File: src/rtl/core/assert_macros.svh
// Assertion macros shared by the sample FIFO modules.
`ifndef ASSERT_MACROS_SVH
`define ASSERT_MACROS_SVH

// A condition that must hold at every clock edge out of reset.
`define DSSF_ASSERT(lbl, cond, msg) \
    lbl: assert property (@(posedge i_clk) disable iff (!i_rst_n) (cond)) else $error(msg);

// A condition that must hold in the cycle after a trigger.
`define DSSF_ASSERT_NEXT(lbl, trig, cond, msg) \
    lbl: assert property (@(posedge i_clk) disable iff (!i_rst_n) (trig) |=> (cond)) else $error(msg);

`endif

File: src/rtl/core/dssf_pkg.sv
// Shared types and constants of the dual sound sample FIFO.
`default_nettype none

package dssf_pkg;

    localparam int FIFO_DEPTH_DEF = 32;
    localparam int DMA_LEVEL_DEF  = 16;
    localparam int PUSH_BYTES     = 4;
    localparam int LVL_W          = 6;
    localparam int CFG_IDX_W      = 2;
    localparam int CFG_DATA_W     = 8;

    // Request codes.
    localparam logic [1:0] REQ_PUSH = 2'd0;
    localparam logic [1:0] REQ_TICK = 2'd1;
    localparam logic [1:0] REQ_CTRL = 2'd2;

    // Configuration register indexes.
    localparam logic [CFG_IDX_W-1:0] CFG_TSEL_A = 2'd0;
    localparam logic [CFG_IDX_W-1:0] CFG_TSEL_B = 2'd1;

    // Control register layout.
    localparam logic CTRL_OFFSET = 1'b1;
    localparam int   CLR_A_BIT   = 3;
    localparam int   CLR_B_BIT   = 7;

    typedef struct packed {
        logic [1:0]  req_type;
        logic        channel;
        logic [31:0] sample_word;
        logic        timer_index;
        logic        reg_byte_offset;
        logic [7:0]  reg_byte;
    } t_in_item;

    typedef struct packed {
        logic [7:0]       sample_a;
        logic [7:0]       sample_b;
        logic             popped_a;
        logic             popped_b;
        logic             dma_request_a;
        logic             dma_request_b;
        logic             push_dropped;
        logic [LVL_W-1:0] level_a;
        logic [LVL_W-1:0] level_b;
    } t_out_item;

    // Command from the sequencer to one channel.
    typedef struct packed {
        logic       clear;
        logic       push;
        logic       pop;
        logic [7:0] data;
    } t_chan_cmd;

endpackage

`default_nettype wire

File: src/rtl/core/dssf_ram.sv
// Byte-wide synchronous sample memory, one write port and one registered read port.
`default_nettype none

module dssf_ram #(
    parameter int DEPTH  = dssf_pkg::FIFO_DEPTH_DEF,
    parameter int ADDR_W = $clog2(DEPTH)
) (
    input  wire logic              i_clk,
    input  wire logic              i_we,
    input  wire logic [ADDR_W-1:0] i_waddr,
    input  wire logic [7:0]        i_wdata,
    input  wire logic              i_re,
    input  wire logic [ADDR_W-1:0] i_raddr,
    output logic [7:0]             o_rdata
);

    logic [7:0] r_mem [DEPTH];

    always_ff @(posedge i_clk) begin
        if (i_we) begin
            r_mem[i_waddr] <= i_wdata;
        end
    end

    always_ff @(posedge i_clk) begin
        if (i_re) begin
            o_rdata <= r_mem[i_raddr];
        end
    end

endmodule

`default_nettype wire

File: src/rtl/core/dssf_chan.sv
// One sample FIFO channel: pointers, fill count and its byte memory.
`default_nettype none

module dssf_chan #(
    parameter int FIFO_DEPTH = dssf_pkg::FIFO_DEPTH_DEF,
    parameter int PTR_W      = $clog2(FIFO_DEPTH),
    parameter int CNT_W      = $clog2(FIFO_DEPTH + 1)
) (
    input  wire logic               i_clk,
    input  wire logic               i_rst_n,
    input  wire dssf_pkg::t_chan_cmd i_cmd,
    output logic [CNT_W-1:0]        o_level,
    output logic                    o_room,
    output logic [7:0]              o_rd_data,
    output logic                    o_rd_ok
);

    localparam logic [PTR_W-1:0] LAST_SLOT = PTR_W'(FIFO_DEPTH - 1);
    localparam logic [CNT_W-1:0] ROOM_MAX  = CNT_W'(FIFO_DEPTH - dssf_pkg::PUSH_BYTES);
    localparam logic [CNT_W-1:0] FULL_CNT  = CNT_W'(FIFO_DEPTH);

    logic [PTR_W-1:0] r_wp, n_wp;
    logic [PTR_W-1:0] r_rp, n_rp;
    logic [CNT_W-1:0] r_cnt, n_cnt;
    logic             r_rd_ok;
    logic             rd_en;

    assign rd_en = i_cmd.pop && (r_cnt != '0);

    always_comb begin
        n_wp  = r_wp;
        n_rp  = r_rp;
        n_cnt = r_cnt;
        if (i_cmd.clear) begin
            n_wp  = '0;
            n_rp  = '0;
            n_cnt = '0;
        end else if (i_cmd.push) begin
            n_wp  = (r_wp == LAST_SLOT) ? '0 : r_wp + 1'b1;
            n_cnt = r_cnt + 1'b1;
        end else if (rd_en) begin
            n_rp  = (r_rp == LAST_SLOT) ? '0 : r_rp + 1'b1;
            n_cnt = r_cnt - 1'b1;
        end
    end

    always_ff @(posedge i_clk) begin
        if (!i_rst_n) begin
            r_wp    <= '0;
            r_rp    <= '0;
            r_cnt   <= '0;
            r_rd_ok <= 1'b0;
        end else begin
            r_wp    <= n_wp;
            r_rp    <= n_rp;
            r_cnt   <= n_cnt;
            r_rd_ok <= rd_en;
        end
    end

    dssf_ram #(
        .DEPTH  (FIFO_DEPTH),
        .ADDR_W (PTR_W)
    ) u_ram (
        .i_clk   (i_clk),
        .i_we    (i_cmd.push),
        .i_waddr (r_wp),
        .i_wdata (i_cmd.data),
        .i_re    (rd_en),
        .i_raddr (r_rp),
        .o_rdata (o_rd_data)
    );

    assign o_level = r_cnt;
    assign o_room  = (r_cnt <= ROOM_MAX);
    assign o_rd_ok = r_rd_ok;

`include "assert_macros.svh"

    `DSSF_ASSERT(a_level_bound, r_cnt <= FULL_CNT, "fill count beyond FIFO depth")
    `DSSF_ASSERT(a_no_push_full, !(i_cmd.push && r_cnt == FULL_CNT), "byte written to full FIFO")
    `DSSF_ASSERT_NEXT(a_empty_pop_holds, i_cmd.pop && r_cnt == '0 && !i_cmd.clear,
        $stable(r_cnt) && $stable(r_rp) && !r_rd_ok, "pop of empty FIFO changed state")

endmodule

`default_nettype wire

File: src/rtl/core/dual_sound_sample_fifo.sv
// Top level of the dual sound sample FIFO: request sequencer and result register.
// A push word writes one byte per cycle in the push state, then goes to the finish state;
// a tick, control write, unused request or dropped push goes straight to the finish state.
// A new item is taken only in the idle state, so the next item waits until the result of
// the last one has been registered.
// Reset (synchronous, active low) empties both FIFOs and clears the timer selects;
// results cannot be stalled and are shown for one cycle on o_res_valid.
`default_nettype none

module dual_sound_sample_fifo #(
    parameter int FIFO_DEPTH = dssf_pkg::FIFO_DEPTH_DEF,
    parameter int DMA_LEVEL  = dssf_pkg::DMA_LEVEL_DEF
) (
    input  wire logic                           i_clk,
    input  wire logic                           i_rst_n,
    input  wire logic                           start,
    output logic                                busy,
    input  wire dssf_pkg::t_in_item             i_req,
    output logic                                o_res_valid,
    output dssf_pkg::t_out_item                 o_res,
    input  wire logic                           i_cfg_valid,
    output logic                                o_cfg_ready,
    input  wire logic [dssf_pkg::CFG_IDX_W-1:0] i_cfg_index,
    input  wire logic [dssf_pkg::CFG_DATA_W-1:0] i_cfg_data
);

    localparam int CNT_W = $clog2(FIFO_DEPTH + 1);
    localparam logic [CNT_W-1:0] DMA_CNT = CNT_W'(DMA_LEVEL);

    typedef enum logic [1:0] {
        S_IDLE,
        S_PUSH,
        S_FINISH
    } t_state;

    t_state              r_state;
    dssf_pkg::t_in_item  r_in;
    logic [1:0]          r_byte_idx;
    logic                r_drop;
    logic                r_pop_a;
    logic                r_pop_b;
    logic                r_tsel_a;
    logic                r_tsel_b;
    logic                r_res_valid;
    dssf_pkg::t_out_item r_res;

    dssf_pkg::t_chan_cmd cmd_a, cmd_b;
    logic [CNT_W-1:0]    level_a, level_b;
    logic                room_a, room_b;
    logic [7:0]          rd_data_a, rd_data_b;
    logic                rd_ok_a, rd_ok_b;
    logic                accept;
    logic                is_tick, is_ctrl;
    logic [7:0]          push_byte;

    assign accept  = start && (r_state == S_IDLE);
    assign is_tick = accept && (i_req.req_type == dssf_pkg::REQ_TICK);
    assign is_ctrl = accept && (i_req.req_type == dssf_pkg::REQ_CTRL)
                     && (i_req.reg_byte_offset == dssf_pkg::CTRL_OFFSET);
    assign push_byte = 8'(r_in.sample_word >> {r_byte_idx, 3'b000});

    always_comb begin
        cmd_a.clear = is_ctrl && i_req.reg_byte[dssf_pkg::CLR_A_BIT];
        cmd_a.pop   = is_tick && (r_tsel_a == i_req.timer_index);
        cmd_a.push  = (r_state == S_PUSH) && !r_in.channel;
        cmd_a.data  = push_byte;
        cmd_b.clear = is_ctrl && i_req.reg_byte[dssf_pkg::CLR_B_BIT];
        cmd_b.pop   = is_tick && (r_tsel_b == i_req.timer_index);
        cmd_b.push  = (r_state == S_PUSH) && r_in.channel;
        cmd_b.data  = push_byte;
    end

    dssf_chan #(.FIFO_DEPTH(FIFO_DEPTH)) u_chan_a (
        .i_clk     (i_clk),
        .i_rst_n   (i_rst_n),
        .i_cmd     (cmd_a),
        .o_level   (level_a),
        .o_room    (room_a),
        .o_rd_data (rd_data_a),
        .o_rd_ok   (rd_ok_a)
    );

    dssf_chan #(.FIFO_DEPTH(FIFO_DEPTH)) u_chan_b (
        .i_clk     (i_clk),
        .i_rst_n   (i_rst_n),
        .i_cmd     (cmd_b),
        .o_level   (level_b),
        .o_room    (room_b),
        .o_rd_data (rd_data_b),
        .o_rd_ok   (rd_ok_b)
    );

    // Timer select registers.
    always_ff @(posedge i_clk) begin
        if (!i_rst_n) begin
            r_tsel_a <= 1'b0;
            r_tsel_b <= 1'b0;
        end else if (i_cfg_valid) begin
            if (i_cfg_index == dssf_pkg::CFG_TSEL_A) begin
                r_tsel_a <= i_cfg_data[0];
            end
            if (i_cfg_index == dssf_pkg::CFG_TSEL_B) begin
                r_tsel_b <= i_cfg_data[0];
            end
        end
    end

    always_ff @(posedge i_clk) begin
        if (!i_rst_n) begin
            r_state     <= S_IDLE;
            r_byte_idx  <= '0;
            r_drop      <= 1'b0;
            r_pop_a     <= 1'b0;
            r_pop_b     <= 1'b0;
            r_res_valid <= 1'b0;
        end else begin
            r_res_valid <= 1'b0;
            case (r_state)
                S_IDLE: begin
                    if (start) begin
                        r_in       <= i_req;
                        r_byte_idx <= '0;
                        r_drop     <= 1'b0;
                        r_pop_a    <= cmd_a.pop;
                        r_pop_b    <= cmd_b.pop;
                        r_state    <= S_FINISH;
                        if (i_req.req_type == dssf_pkg::REQ_PUSH) begin
                            if (i_req.channel ? room_b : room_a) begin
                                r_state <= S_PUSH;
                            end else begin
                                r_drop <= 1'b1;
                            end
                        end
                    end
                end
                S_PUSH: begin
                    r_byte_idx <= r_byte_idx + 1'b1;
                    if (r_byte_idx == 2'(dssf_pkg::PUSH_BYTES - 1)) begin
                        r_state <= S_FINISH;
                    end
                end
                S_FINISH: begin
                    // Read data of a tick arrives here, and the levels have settled.
                    r_res_valid         <= 1'b1;
                    r_res.sample_a      <= (r_pop_a && rd_ok_a) ? rd_data_a : 8'h00;
                    r_res.sample_b      <= (r_pop_b && rd_ok_b) ? rd_data_b : 8'h00;
                    r_res.popped_a      <= r_pop_a;
                    r_res.popped_b      <= r_pop_b;
                    r_res.dma_request_a <= r_pop_a && (level_a <= DMA_CNT);
                    r_res.dma_request_b <= r_pop_b && (level_b <= DMA_CNT);
                    r_res.push_dropped  <= r_drop;
                    r_res.level_a       <= dssf_pkg::LVL_W'(level_a);
                    r_res.level_b       <= dssf_pkg::LVL_W'(level_b);
                    r_state             <= S_IDLE;
                end
                default: begin
                    r_state <= S_IDLE;
                end
            endcase
        end
    end

    assign busy        = (r_state != S_IDLE);
    assign o_res_valid = r_res_valid;
    assign o_res       = r_res;
    assign o_cfg_ready = 1'b1;

`include "assert_macros.svh"

    `DSSF_ASSERT_NEXT(a_accept_busy, start && !busy, busy, "accepted item did not go busy")
    `DSSF_ASSERT_NEXT(a_finish_strobe, r_state == S_FINISH, o_res_valid,
        "no result after finish")
    `DSSF_ASSERT(a_drop_no_pop, !(o_res_valid && o_res.push_dropped
        && (o_res.popped_a || o_res.popped_b)), "dropped push reported a pop")

endmodule

`default_nettype wire

File: config.mk
export PLATFORM = sky130hd
export DESIGN_NAME = dual_sound_sample_fifo
export DESIGN_NICKNAME = d
export VERILOG_FILES = /design/src/rtl/core/dssf_pkg.sv /design/src/rtl/core/dssf_ram.sv /design/src/rtl/core/dssf_chan.sv /design/src/rtl/core/dual_sound_sample_fifo.sv
export VERILOG_INCLUDE_DIRS = /design/src /design/src/rtl/core
export SDC_FILE = /design/constraint.sdc
export NUM_CORES = 1
export LEC_CHECK = 0
export BUFFER_PORTS_ARGS = -buffer_cell sky130_fd_sc_hd__buf_4
export CAP_MARGIN = 30
export CORE_MARGIN = 1
export CORE_UTILIZATION = 40
export CTS_BUF_LIST = sky130_fd_sc_hd__clkbuf_4
export DETAILED_ROUTE_END_ITERATION = 6
export PLACE_DENSITY_LB_ADDON = 0.05
export RECOVER_POWER = 100
export SYNTH_ARGS = -nofsm -noshare
export SYNTH_HDL_FRONTEND = slang
export SYNTH_SLANG_ARGS = --single-unit
File: constraint.sdc
create_clock -name i_clk -period 5 [get_ports i_clk]
set_clock_uncertainty 0.2 [all_clocks]
set_input_delay 0.5 -clock i_clk [delete_from_list [all_inputs] [get_ports i_clk]]
set_output_delay 0.5 -clock i_clk [all_outputs]
set_load 0.01 [all_outputs]
==> flow_metrics.env <==
export IMPL_cts_sinks=638
export IMPL_reg2reg_depth=5
export IMPL_avgRoutedWirePerCell_um=22.1
export IMPL_slew_violations=308
export IMPL_area_growth_pct=18.2
export IMPL_drive_above_1_share_pct=28.0
export IMPL_async_flop_share_pct=0
export IMPL_status="complete, but fails checks"
export IMPL_avgSynthCellArea_um2=18.9
export IMPL_synth_warnings=0
export IMPL_viasPerCell=5.10
export IMPL_die_h_um=252
export IMPL_ioPinCount=95
export IMPL_htree_levels=4
export IMPL_vias=13200
export IMPL_hold_viol=0
export IMPL_synth_ff_type="edfxtp_1"
export IMPL_synth_distinct_cells=53
export IMPL_syn_area_um2=25100
export IMPL_nNetsFinal=1712
export IMPL_period_share_pct=67.6
export IMPL_final_cells=2593
export IMPL_drc_errors=0
export IMPL_synth_edff_count=594
export IMPL_grt_antenna_before_repair=2
export IMPL_root_buffer="clkbuf_4"
export IMPL_p_total_mw=10.9
export IMPL_clockBufferDepth=3
export IMPL_reg2reg_slack_ps=1620
export IMPL_drt_iter0_drc=858
export IMPL_fillers=5355
export IMPL_numCtsBuffers=170
export IMPL_min_period_ps=3380
export IMPL_startpoint_type="register"
export IMPL_min_path_cells=3
export IMPL_synth_fp_nets=1411
export IMPL_port_buffers=80
export IMPL_clk_pin_slew_ps=70
export IMPL_core_rowCount=91
export IMPL_p_leak_nw=9.55
export IMPL_ys_ff_latch=638
export IMPL_coreArea_um2=61800
export IMPL_r2r_end="u_chan_a.u_ram.r_mem[17][2]$_DFFE_PP_"
export IMPL_crit_start="r_state[0]$_SDFFE_PN0P_"
export IMPL_grt_use_total_pct=18.5
export IMPL_placed_cells=2209
export IMPL_setup_tns_ps=0
export IMPL_r2r_start="r_state[0]$_SDFFE_PN0P_"
export IMPL_p_per_area_nw_per_um2=369
export IMPL_grt_pass1_vias=13900
export IMPL_routabilityCongestion=0.744
export IMPL_hp_class="input pin to register"
export IMPL_grt_pass1_wl_um=85700
export IMPL_cp_max_fo=13
export IMPL_totalWireLength_um=57200
export IMPL_grt_overflow=0
export IMPL_end_kind="register"
export IMPL_worst_pin_slew_ps=1920
export IMPL_maxCapViolations=6
export IMPL_crit_path_end="u_chan_a.u_ram.r_mem[17][2]$_DFFE_PP_"
export IMPL_hold_start="i_rst_n"
export IMPL_worstPathRequired_ps=5370
export IMPL_relSlewSlack_pct=-28.0
export IMPL_fmax_mhz=296
export IMPL_rsz0062_at_grt="no"
export IMPL_tritoncts="yes"
export IMPL_drt_pass1_iter_count=5
export IMPL_die_x_um=252
export IMPL_seq_area_frac_synth_pct=74.6
export IMPL_violations="max-capacitance violations, max-slew violations"
export IMPL_synth_cells=1327
export IMPL_crit_type="register to register"
export IMPL_max_vdd_ir_drop_uv=142
export IMPL_clk_latency_ps=980
export IMPL_hpwl_um=32700
export IMPL_worstPathArrival_ps=3750
export IMPL_setup_viol=0
export IMPL_start_util_pct=40.6
export IMPL_antenna_left=0
export IMPL_die_area_um2=63700
export IMPL_whs_ps=243
export IMPL_cts_setup_buffers=0
export IMPL_grt_max_degree=65
Yosys cell counts, types with 3 or more instances:
cell      instances  area (um2)
a22oi_1          11        82.6
or4_1             4        30.0
mux4_2          120        2700
nand3b_1         12        90.1
a211oi_1          4        30.0
nor2_1           88         330
a31oi_1          11        68.8
clkbuf_1         32         120
or2_2             3        18.8
edfxtp_1        594       17800
inv_1            15        56.3
a22o_1           16         140
or3b_2            4        35.0
nor3_1           14        70.1
nand2b_1          4        25.0
buf_1            11        41.3
nand2_1          58         218
buf_6             3        33.8
a21oi_1          41         205
and2_1            5        31.3
nor2b_1          12        75.1
o21ai_0          14        70.1
o221ai_1          8        70.1
mux2_2            9         101
and3_1           22         138
mux2i_1          85         851
ha_1             23         288
xnor2_1           4        35.0
inv_2             3        11.3
dfxtp_1          44         881
buf_2            12        60.1
nand3_1           6        30.0
o21bai_1          3        22.5
cells by family after synthesis:
group           synth area share, %
flops                          74.6
simple gates                   4.65
mux                            14.6
compound gates                 3.32
buf+inv                        1.36
fa+ha+maj                      1.31
xor+xnor                      0.140
other cells                  0.0149
cells in the final DEF (no fill, tap or decap), types with 12 or more instances in the layout:
master         synthesis  final
a21oi_1               41     41
a22o_1                16     16
and3_1                22     22
buf_4                  2     26
clkbuf_1              32     41
clkbuf_4               0    301
clkinv_1               1     17
dfxtp_1               44     40
dlygate4sd3_1          0     82
edfxtp_1             594    594
ha_1                  23     23
inv_1                 15     18
mux2i_1               85     85
mux4_2               120    120
nand2_1               58     58
nand3b_1              12     12
nor2_1                88     88
nor2b_1               12     12
nor3_1                14     14
o21ai_0               14     14
how the worst min path moves through the flow:
stage | to | slack [ps]
3_5_place_dp | o_res[12]$_DFFE_PP_ | 230
2_1_floorplan | o_res[12]$_DFFE_PP_ | 210
6_report | u_chan_b.o_rd_ok$_SDFF_PN0_ | 240
5_1_grt | r_byte_idx[0]$_SDFFE_PN0P_ | 150
3_3_place_gp | o_res[12]$_DFFE_PP_ | 220
4_1_cts | r_byte_idx[1]$_SDFFE_PN0P_ | 100
worst max-delay path, cell delays in order, from the launching register on:
cell,delay (ps)
dfxtp_1,410
nor2b_1,340
nand2b_1,390
inv_1,390
nand2_1,410
nor2_1,800
what timing repair did:
| action | 4_1_cts | 5_1_grt |
|---|---|---|
| hold buffers | 82 | 0 |
| gates resized for setup | 0 | 0 |
| endpoints found under the hold margin | 108 | 0 |
area by class of cell:
cell class              count  area (um2)  share of cell area (%)
inverters                  19        71.3                   0.241
clock buffers             269        2020                    6.81
clock inverters            30         256                   0.865
multi-input cells         610        6020                    20.3
flip-flops and latches    638       18700                    63.2
diodes                      1        2.50                 0.00844
repair buffers            189        1500                    5.07
well taps                 837        1050                    3.53
stage by stage:
step / util, % / setup slack (ps) / instance area [um2]
2_1_floorplan: - / 2370 / 25100
3_3_place_gp: 43.2 / 1690 / 26700
3_5_place_dp: 43.2 / 1660 / 26700
4_1_cts: 48.2 / 1580 / 29800
5_1_grt: 48.0 / 1360 / 29700
6_report: 48.0 / 1620 / 29700
flip-flops by register name (all words and copies together), names as in the netlist, 2 cells and up:
| signal | flops |
|---|---|
| o_res | 33 |
| r_byte_idx | 2 |
| r_in | 33 |
| r_state | 2 |
| u_chan_a.o_level | 6 |
| u_chan_a.r_rp | 5 |
| u_chan_a.r_wp | 5 |
| u_chan_a.u_ram.o_rdata | 8 |
| u_chan_a.u_ram.r_mem | 256 |
| u_chan_b.o_level | 6 |
| u_chan_b.r_rp | 5 |
| u_chan_b.r_wp | 5 |
| u_chan_b.u_ram.o_rdata | 8 |
| u_chan_b.u_ram.r_mem | 256 |
layer usage:
metal / vias to the layer above / global-route usage [%] / wire length [um]
met5: - / 0 / 19
met3: 88 / 5.15 / 3410
met2: 360 / 28.5 / 26800
li1: 6078 / - / -
met4: 2 / 7.58 / 1230
met1: 6707 / 24.8 / 25700
report_power, final:
| group | internal [mW] | switching, mW |
|---|---|---|
| Sequential | 5.88 | 0.0177 |
| Clock | 2.64 | 2.10 |
| Combinational | 0.125 | 0.187 |
| Total | 8.64 | 2.31 |
(Power assumes the default switching activity.)
